$ cat src/rtl/ctlf_pkg.sv
// shared types and constants for the cache tag lookup block
`default_nettype none

package ctlf_pkg;

    localparam int ADDR_W   = 32;
    localparam int LIDX_W   = 4;
    localparam int CFG_IDX_W = 2;
    localparam int CFG_W    = 32;

    // configuration register indexes
    localparam logic [CFG_IDX_W-1:0] REG_MAP_MODE      = 2'd0;
    localparam logic [CFG_IDX_W-1:0] REG_OFFSET_BITS   = 2'd1;
    localparam logic [CFG_IDX_W-1:0] REG_LINE_BITS     = 2'd2;
    localparam logic [CFG_IDX_W-1:0] REG_ADDRESS_LIMIT = 2'd3;

    // map modes
    localparam logic MODE_DIRECT = 1'b0;
    localparam logic MODE_ASSOC  = 1'b1;

    // priority chain passed from cell to cell
    typedef struct packed {
        logic hit;
        logic empty;
    } t_chain;

    // per cell selection result
    typedef struct packed {
        logic sel_hit;
        logic sel_empty;
    } t_cell_stat;

    typedef enum logic [1:0] {
        S_IDLE,
        S_MOD,
        S_LOOK
    } t_state;

endpackage

`default_nettype wire

$ cat src/rtl/ctlf_cell.sv
// one cache line: tag, valid bit and its link in the priority chain
`default_nettype none

module ctlf_cell (
    input  wire logic                         i_clk,
    input  wire logic                         i_rst_n,
    input  wire logic                         i_look,
    input  wire logic [ctlf_pkg::ADDR_W-1:0]  i_block,
    input  wire logic                         i_wr,
    input  wire ctlf_pkg::t_chain             i_chain,
    output ctlf_pkg::t_chain                  o_chain,
    output ctlf_pkg::t_cell_stat              o_stat
);

    logic [ctlf_pkg::ADDR_W-1:0] r_tag;
    logic                        r_valid;
    logic                        w_match;
    logic                        w_empty;

    always_ff @(posedge i_clk) begin
        if (i_wr) begin
            r_tag <= i_block;
        end
    end

    always_ff @(posedge i_clk) begin
        if (!i_rst_n) begin
            r_valid <= 1'b0;
        end else if (i_wr) begin
            r_valid <= 1'b1;
        end
    end

    assign w_match = i_look && r_valid && (r_tag == i_block);
    assign w_empty = i_look && !r_valid;

    // first match and first empty line win
    assign o_stat.sel_hit   = w_match && !i_chain.hit;
    assign o_stat.sel_empty = w_empty && !i_chain.empty;
    assign o_chain.hit      = i_chain.hit || w_match;
    assign o_chain.empty    = i_chain.empty || w_empty;

endmodule

`default_nettype wire

$ cat src/rtl/ctlf_mod.sv
// remainder of a block number by the line count, reciprocal multiply: lo, hi, rem steps
`default_nettype none

module ctlf_mod #(
    parameter int LINES = 16
) (
    input  wire logic                         i_clk,
    input  wire logic                         i_rst_n,
    input  wire logic                         i_start,
    input  wire logic [ctlf_pkg::ADDR_W-1:0]  i_value,
    output logic                              o_done,
    output logic [$clog2(LINES)-1:0]          o_rem
);

    localparam int LW    = $clog2(LINES);
    localparam int HALF  = ctlf_pkg::ADDR_W / 2;
    localparam int SHIFT = ctlf_pkg::ADDR_W + LW;
    localparam int RW    = ctlf_pkg::ADDR_W + 1;
    localparam int PW    = HALF + RW;
    localparam int AW    = ctlf_pkg::ADDR_W + RW;
    // ceil(2^SHIFT / LINES) gives the exact quotient for every 32 bit value
    localparam logic [63:0] RECIP_W = ((64'd1 << SHIFT) + 64'(LINES) - 64'd1) / 64'(LINES);
    localparam logic [RW-1:0] RECIP = RW'(RECIP_W);
    localparam logic [ctlf_pkg::ADDR_W-1:0] DIVISOR = ctlf_pkg::ADDR_W'(LINES);

    // steps of one remainder
    localparam logic [1:0] STEP_LO  = 2'd0;
    localparam logic [1:0] STEP_HI  = 2'd1;
    localparam logic [1:0] STEP_REM = 2'd2;

    logic                        r_busy;
    logic [1:0]                  r_step;
    logic [ctlf_pkg::ADDR_W-1:0] r_val;
    logic [AW-1:0]               r_acc;
    logic [LW-1:0]               r_rem;
    logic [HALF-1:0]             w_half;
    logic [PW-1:0]               w_prod;
    logic [ctlf_pkg::ADDR_W-1:0] w_quot;
    logic [ctlf_pkg::ADDR_W-1:0] w_back;

    // one half of the value times the reciprocal per cycle
    assign w_half = (r_step == STEP_LO) ? r_val[HALF-1:0] : r_val[ctlf_pkg::ADDR_W-1:HALF];
    assign w_prod = PW'(w_half) * PW'(RECIP);
    assign w_quot = ctlf_pkg::ADDR_W'(r_acc >> SHIFT);
    assign w_back = w_quot * DIVISOR;

    always_ff @(posedge i_clk) begin
        if (!i_rst_n) begin
            r_busy <= 1'b0;
            r_step <= STEP_LO;
        end else if (i_start) begin
            r_busy <= 1'b1;
            r_step <= STEP_LO;
        end else if (r_busy) begin
            if (r_step == STEP_REM) begin
                r_busy <= 1'b0;
            end else begin
                r_step <= r_step + 2'd1;
            end
        end
    end

    always_ff @(posedge i_clk) begin
        if (i_start) begin
            r_val <= i_value;
        end else if (r_busy) begin
            case (r_step)
                STEP_LO: r_acc <= AW'(w_prod);
                STEP_HI: r_acc <= r_acc + {w_prod, {HALF{1'b0}}};
                default: r_rem <= LW'(r_val - w_back);
            endcase
        end
    end

    assign o_done = r_busy && (r_step == STEP_REM);
    assign o_rem  = r_rem;

endmodule

`default_nettype wire

$ cat src/rtl/cache_tag_lookup_fifo_top.sv
// top level of the cache tag lookup: control, config registers and the row of line cells
// a result is registered when its lookup step finishes, once the output register is free;
//   in direct mode, non power of two count, all lines in use: the remainder unit runs first
// one request at a time (accept, then lookup); ready again once the lookup finishes
// reset: synchronous active low; clears valid bits, fifo pointer, control and config
//   registers to their defaults; tags are not cleared and no sweep is needed
`default_nettype none

module cache_tag_lookup_fifo_top #(
    parameter int LINES = 16
) (
    input  wire logic                             i_clk,
    input  wire logic                             i_rst_n,
    // config write port
    input  wire logic                             i_cfg_wr_en,
    input  wire logic [ctlf_pkg::CFG_IDX_W-1:0]   i_cfg_index,
    input  wire logic [ctlf_pkg::CFG_W-1:0]       i_cfg_data,
    // request stream
    input  wire logic                             i_s_tvalid,
    output logic                                  o_s_tready,
    input  wire logic [31:0]                      i_s_tdata,  // [31:0] address
    // result stream
    output logic                                  o_m_tvalid,
    input  wire logic                             i_m_tready,
    output logic [7:0]                            o_m_tdata,  // [0] hit, [4:1] line_index
    output logic [0:0]                            o_m_tuser   // [0] out_of_range
);

    localparam int LW   = $clog2(LINES);
    localparam bit POW2 = ((1 << LW) == LINES);

    // config registers
    logic                          r_map_mode;
    logic [4:0]                    r_offset_bits;
    logic [2:0]                    r_line_bits;
    logic [ctlf_pkg::ADDR_W-1:0]   r_address_limit;

    // control
    ctlf_pkg::t_state              r_state;
    ctlf_pkg::t_state              n_state;
    logic [ctlf_pkg::ADDR_W-1:0]   r_block;
    logic                          r_oor;
    logic [LW-1:0]                 r_fifo_ptr;

    // output register
    logic                          r_out_valid;
    logic                          r_out_hit;
    logic                          r_out_oor;
    logic [ctlf_pkg::LIDX_W-1:0]   r_out_idx;

    logic                          w_accept;
    logic                          w_finish;
    logic                          w_full_lines;
    logic                          w_mod_start;
    logic                          w_mod_done;
    logic [LW-1:0]                 w_mod_rem;
    logic [ctlf_pkg::ADDR_W-1:0]   w_in_block;
    logic                          w_in_oor;
    logic [LW:0]                   w_n_use;
    logic [LW-1:0]                 w_mask;
    logic [LW-1:0]                 w_idx_d;
    logic [LW-1:0]                 w_enc_hit;
    logic [LW-1:0]                 w_enc_empty;
    logic [LW-1:0]                 w_fifo_idx;
    logic [LW:0]                   w_fifo_inc;
    logic [LW-1:0]                 w_idx;
    logic                          w_hit;
    logic                          w_fifo_step;
    logic [LW+3:0]                 w_idx_ext;
    logic [LINES-1:0]              w_look;
    logic [LINES-1:0]              w_wr;

    ctlf_pkg::t_chain              w_chain [LINES+1];
    ctlf_pkg::t_cell_stat          w_stat  [LINES];

    // config writes, only while idle: binds the user, the block itself does not enforce it
    always_ff @(posedge i_clk) begin
        if (!i_rst_n) begin
            r_map_mode      <= ctlf_pkg::MODE_DIRECT;
            r_offset_bits   <= 5'd4;
            r_line_bits     <= 3'd4;
            r_address_limit <= '1;
        end else if (i_cfg_wr_en) begin
            unique case (i_cfg_index)
                ctlf_pkg::REG_MAP_MODE:      r_map_mode      <= i_cfg_data[0];
                ctlf_pkg::REG_OFFSET_BITS:   r_offset_bits   <= i_cfg_data[4:0];
                ctlf_pkg::REG_LINE_BITS:     r_line_bits     <= i_cfg_data[2:0];
                ctlf_pkg::REG_ADDRESS_LIMIT: r_address_limit <= i_cfg_data;
                default: ;
            endcase
        end
    end

    // lines in use, capped at LINES
    assign w_full_lines = (32'(r_line_bits) >= LW);
    assign w_n_use      = w_full_lines ? (LW+1)'(LINES) : ((LW+1)'(1) << r_line_bits);
    assign w_mask       = LW'(w_n_use - (LW+1)'(1));

    // block number and range check on the incoming request
    assign w_in_block = i_s_tdata >> r_offset_bits;
    assign w_in_oor   = i_s_tdata > r_address_limit;

    assign o_s_tready = (r_state == ctlf_pkg::S_IDLE);
    assign w_accept   = i_s_tvalid && o_s_tready;
    // lookup step completes once the output register is free
    assign w_finish   = (r_state == ctlf_pkg::S_LOOK) && (!r_out_valid || i_m_tready);

    // remainder unit only needed when a non power of two line count is fully used
    assign w_mod_start = w_accept && !w_in_oor && !POW2 && w_full_lines
                         && (r_map_mode == ctlf_pkg::MODE_DIRECT);

    ctlf_mod #(
        .LINES (LINES)
    ) u_mod (
        .i_clk   (i_clk),
        .i_rst_n (i_rst_n),
        .i_start (w_mod_start),
        .i_value (w_in_block),
        .o_done  (w_mod_done),
        .o_rem   (w_mod_rem)
    );

    always_ff @(posedge i_clk) begin
        if (!i_rst_n) begin
            r_state <= ctlf_pkg::S_IDLE;
        end else begin
            r_state <= n_state;
        end
    end

    always_comb begin
        n_state = r_state;
        unique case (r_state)
            ctlf_pkg::S_IDLE: begin
                if (w_accept) begin
                    n_state = w_mod_start ? ctlf_pkg::S_MOD : ctlf_pkg::S_LOOK;
                end
            end
            ctlf_pkg::S_MOD: begin
                if (w_mod_done) begin
                    n_state = ctlf_pkg::S_LOOK;
                end
            end
            ctlf_pkg::S_LOOK: begin
                if (w_finish) begin
                    n_state = ctlf_pkg::S_IDLE;
                end
            end
            default: n_state = ctlf_pkg::S_IDLE;
        endcase
    end

    // latch the block number of the accepted request
    always_ff @(posedge i_clk) begin
        if (w_accept) begin
            r_block <= w_in_block;
            r_oor   <= w_in_oor;
        end
    end

    // direct index: low block bits, or the remainder when the count is not a power of two
    assign w_idx_d = (!POW2 && w_full_lines) ? w_mod_rem : (r_block[LW-1:0] & w_mask);

    // which cells take part in the compare
    always_comb begin
        for (int i = 0; i < LINES; i++) begin
            if (r_map_mode == ctlf_pkg::MODE_DIRECT) begin
                w_look[i] = (w_idx_d == LW'(i));
            end else begin
                w_look[i] = ((LW+1)'(i) < w_n_use);
            end
        end
    end

    assign w_chain[0] = '0;

    for (genvar g = 0; g < LINES; g++) begin : g_cell
        ctlf_cell u_cell (
            .i_clk   (i_clk),
            .i_rst_n (i_rst_n),
            .i_look  (w_look[g]),
            .i_block (r_block),
            .i_wr    (w_wr[g]),
            .i_chain (w_chain[g]),
            .o_chain (w_chain[g+1]),
            .o_stat  (w_stat[g])
        );
    end

    // one-hot selections back to line numbers
    always_comb begin
        w_enc_hit   = '0;
        w_enc_empty = '0;
        for (int i = 0; i < LINES; i++) begin
            if (w_stat[i].sel_hit) begin
                w_enc_hit = w_enc_hit | LW'(i);
            end
            if (w_stat[i].sel_empty) begin
                w_enc_empty = w_enc_empty | LW'(i);
            end
        end
    end

    // fifo victim; a stale pointer past the lines in use falls back to line zero
    assign w_fifo_idx = ({1'b0, r_fifo_ptr} < w_n_use) ? r_fifo_ptr : '0;
    assign w_fifo_inc = {1'b0, w_fifo_idx} + (LW+1)'(1);

    assign w_hit = w_chain[LINES].hit;

    always_comb begin
        w_fifo_step = 1'b0;
        if (r_map_mode == ctlf_pkg::MODE_DIRECT) begin
            w_idx = w_idx_d;
        end else if (w_hit) begin
            w_idx = w_enc_hit;
        end else if (w_chain[LINES].empty) begin
            w_idx = w_enc_empty;
        end else begin
            w_idx       = w_fifo_idx;
            w_fifo_step = 1'b1;
        end
    end

    // fill the chosen line on a miss
    always_comb begin
        for (int i = 0; i < LINES; i++) begin
            w_wr[i] = w_finish && !r_oor && !w_hit && (w_idx == LW'(i));
        end
    end

    always_ff @(posedge i_clk) begin
        if (!i_rst_n) begin
            r_fifo_ptr <= '0;
        end else if (w_finish && !r_oor && w_fifo_step) begin
            r_fifo_ptr <= (w_fifo_inc < w_n_use) ? w_fifo_inc[LW-1:0] : '0;
        end
    end

    // result register
    assign w_idx_ext = {4'b0000, w_idx};

    always_ff @(posedge i_clk) begin
        if (!i_rst_n) begin
            r_out_valid <= 1'b0;
        end else if (w_finish) begin
            r_out_valid <= 1'b1;
        end else if (i_m_tready) begin
            r_out_valid <= 1'b0;
        end
    end

    always_ff @(posedge i_clk) begin
        if (w_finish) begin
            r_out_oor <= r_oor;
            r_out_hit <= !r_oor && w_hit;
            r_out_idx <= r_oor ? '0 : w_idx_ext[3:0];
        end
    end

    assign o_m_tvalid = r_out_valid;
    assign o_m_tdata  = {3'b000, r_out_idx, r_out_hit};
    assign o_m_tuser  = r_out_oor;

endmodule

`default_nettype wire

$ cat config.mk
export PLATFORM = sky130hd
export DESIGN_NAME = cache_tag_lookup_fifo_top
export DESIGN_NICKNAME = d
export VERILOG_FILES = /design/src/rtl/ctlf_pkg.sv /design/src/rtl/ctlf_cell.sv /design/src/rtl/ctlf_mod.sv /design/src/rtl/cache_tag_lookup_fifo_top.sv
export SDC_FILE = /design/constraint.sdc
export NUM_CORES = 1
export LEC_CHECK = 0
export ABC_AREA = 1
export BUFFER_PORTS_ARGS = -buffer_cell sky130_fd_sc_hd__buf_2
export CORE_ASPECT_RATIO = 0.75
export CORE_MARGIN = 5
export CORE_UTILIZATION = 45
export DETAILED_ROUTE_END_ITERATION = 6
export PLACE_DENSITY_LB_ADDON = 0.12
export SLEW_MARGIN = 5
export SYNTH_ARGS = -nofsm -noshare
export SYNTH_HDL_FRONTEND = slang
export SYNTH_SLANG_ARGS = --single-unit
export TNS_END_PERCENT = 100
$ cat constraint.sdc
create_clock -name i_clk -period 10.23 [get_ports i_clk]
set_input_delay 0.5115 -clock i_clk [delete_from_list [all_inputs] [get_ports i_clk]]
set_output_delay 0.5115 -clock i_clk [all_outputs]
set_load 0.03 [all_outputs]
==> qor.tcl <==
set qor(final.period_utilization_pct) 56.4
set qor(synth_largest_area_cell) {edfxtp_1}
set qor(maximum_number_of_pins_on_one_net_before_global_route_repair) 65
set qor(synth_fa_ha_area_share_pct) 1.71
set qor(cts_buffers) 61
set qor(num-nets-final) 3087
set qor(cts_hold_buffers) 0
set qor(post-route-util_pct) 50.5
set qor(finalSetupViolCount) 0
set qor(post_synth_num_cell_types) 51
set qor(detail_route.drc_violations) 0
set qor(ir_drop_worst_case_vdd_v) 0.000129
set qor(drive_gt1_share_pct) 10.3
set qor(p_total_mw) 6.11
set qor(slew_headroom_pct) 14.8
set qor(yosys_register_bits) 614
set qor(cp-end-kind) {register}
set qor(clockRootBuffer) {clkbuf_16}
set qor(maximum_fanout_count_along_the_critical_path) 32
set qor(syn_area_sq_um) 29300
set qor(placed_inst_area_sq_um) 30600
set qor(floorplan.die.height_microns) 231
set qor(post_synth_and_or_nand_nor_area_fraction_pct) 16.8
set qor(ys_warn_count) 0
set qor(post_synth_mux_area_share_pct) 0.171
set qor(number_of_antenna_violations_at_the_first_check_in_global_routing) 8
set qor(critical_path_required_ns) 10.48
set qor(yosys.area_share.xor_xnor_pct) 4.45
set qor(power.density_cell_area_nw_per_um2) 187
set qor(vias) 22200
set qor(syn_avg_cell_area_sq_um) 10.1
set qor(clk_pin_slew_ns) 0.07
set qor(ys_seq_area_share_pct) 60.8
set qor(htree_num_levels) 2
set qor(hold_start) {i_cfg_data[28]}
set qor(synth_common_cells) {nand2_1, edfxtp_1, nor2_1}
set qor(place_hpwl_microns) 61300
set qor(total_leakage_power_nw) 12.5
set qor(worst_skew_pair.late_latency_ns) 0.64
set qor(grt_first_pass_wirelength_microns) 137000
set qor(track_usage_pct) 26.8
set qor(drt_first_pass_iters) 6
set qor(fin_area_sq_um) 32700
set qor(fillers) 5944
set qor(timing_worst_setup_path_type) {register to register}
set qor(worst_clock_skew_ns) 0.0175
set qor(critPathArrivalTime_ns) 6.02
set qor(synth.top_cells.by_area) {edfxtp_1, nand2_1, dfxtp_1, o21ai_0, nor2_1}
set qor(clock_tree.buffer_depth) 3
set qor(gr-total-overflow) 0
set qor(number_of_global_route_vias_before_repair) 20400
set qor(crit_start) {r_block[13]}
set qor(initial_core_util_pct) 45.2
set qor(globalplace.congestion) 0.964
set qor(timing.final.crit_period_ns) 5.77
set qor(drt-wirelength-per-cell_microns) 24.9
set qor(design.die.area_sq_um) 70400
set qor(cts.sinks) 614
set qor(core_rows) 81
set qor(io_pins) 82
set qor(syn_inst) 2898
set qor(cts_setup_buffers) 0
set qor(drtIter0Drc) 2824
set qor(worstSetupStartpointType) {register}
set qor(dominantRegCellSynth) {edfxtp_1}
set qor(layout.cells.non_filler) 3902
set qor(worst-slew-pin-transition_ns) 1.28
set qor(max-cap-violations) 0
set qor(placed_cell_count) 3784
set qor(synthToLayoutAreaGrowth_pct) 11.7
set qor(async_flop_share_pct) 0
set qor(timing.final.hold_violations) 0
set qor(netlist.area_leader.share_pct) 56.5
set qor(postRouteAntennaNets) 0
set qor(yosys.cell_count.top_type) {nand2_1}
set qor(max_clock_freq_mhz) 173
set qor(final_slew_viol_count) 0
set qor(final.setup.tns_ns) 0
set qor(tritoncts) {built}
set qor(post_cts_resized) 0
set qor(synth_top_family_by_area) {simple AND/OR/NAND/NOR gates}
set qor(worstReg2RegStart) {r_block[13]}
set qor(fp.dieW_microns) 305
set qor(worstHoldPathType) {input port to register}
set qor(outcome) {completed}
set qor(routed_wirelength_microns) 97100
set qor(core-area_sq_um) 64900
set qor(rsz0062_at_grt) {no}
set qor(synth-compound-area-share_pct) 10.6
set qor(synth-edff-count) 551
set qor(portBuffers) 78
set qor(drt-vias-per-instance) 5.68
==> sequential cells by signal, summed over array words and instances, names as in the netlist <==
| register | cells |
|---|---|
| r_map_mode | 1 |
| r_out_hit | 1 |
| g_cell.u_cell.r_valid | 16 |
| r_address_limit | 32 |
| r_block | 32 |
| g_cell.u_cell.r_tag | 512 |
| r_oor | 1 |
| r_offset_bits | 5 |
| o_m_tuser | 1 |
| o_m_tvalid | 1 |
| r_line_bits | 3 |
| r_out_idx | 4 |
| r_state | 1 |
| r_fifo_ptr | 4 |
==> through the flow <==
stage	setup slack (ns)	hold slack [ns]
after floorplan	5.94	0.447
after global placement	4.84	0.471
after detailed placement	4.70	0.473
after CTS	4.64	0.0539
after global routing	4.27	0.0858
final	4.46	0.0904
==> final timing paths <==
path                                    end  slack (ns)  cells after the start
hold reg to reg         r_address_limit[26]        0.48                      2
hold / removal          r_address_limit[28]        0.09                      3
setup / recovery  g_cell[5].u_cell.r_tag[7]        4.46                     21
setup reg to reg  g_cell[5].u_cell.r_tag[7]        4.46                     21
==> cells in the final DEF (no fill, tap or decap), drive strengths merged, types with 86 or more instances in the layout <==
cell    Yosys  layout
o21ai     260     260
xnor2      88      88
nand2     671     671
nor2      280     280
nand3     113     113
edfxtp    551     551
a21oi     114     114
inv       250     252
buf        77     136
clkbuf     46      86
==> metal layers <==
layer	GRT usage, %	up-vias	share of wire [%]	routed length [microns]
li1	-	10200	-	-
met1	39.2	10800	44	42800
met2	39.7	1056	42	40800
met3	7.28	166	11	10800
met4	6.95	2	2.7	2670
met5	0	-	0.013	13
==> cells by family after synthesis <==
family	after synthesis
adder cells (fa/ha/maj)	40
AND/OR/NAND/NOR	1168
buffers and inverters	380
flip-flops	614
AO/OA/AOI/OAI	541
other	1
multiplexers	5
XOR/XNOR	149
==> power by group <==
part | switching (mW) | total (mW) | internal, mW
clock network | 0.975 | 2.39 | 1.42
logic | 0.653 | 0.866 | 0.213
registers | 0.0327 | 2.86 | 2.83
==> layout make-up <==
class                   count  area, sq um  share of cell area [%]
repair buffers            136          826                    2.52
flip-flops and latches    614        17800                    54.4
clock inverters            30          408                    1.25
clock buffers              86         1710                    5.23
diodes                      2         5.00                  0.0153
inverters                 257          970                    2.96
multi-input cells        1906         9920                    30.3
well taps                 871         1090                    3.33
==> worst max-delay path: stages, from the launching register on <==
cell and delay, ns:
edfxtp_1 1.10, inv_1 0.63, buf_4 0.41, o21ai_0 0.18, nor2_1 0.06, nand2_1 0.06
nor2_1 0.03, nand2_1 0.06, nor2_1 0.04, nand3_1 0.17, nand2_1 0.12, nor2_1 0.20
nand4_2 0.17, nor2_4 0.15, nand4_2 0.14, nor2_4 0.19, nand2_1 0.11, clkinv_2 0.14
nand3_2 0.11, a21oi_2 0.20, nand2_1 0.13, inv_1 0.94
(Power assumes the default switching activity.)
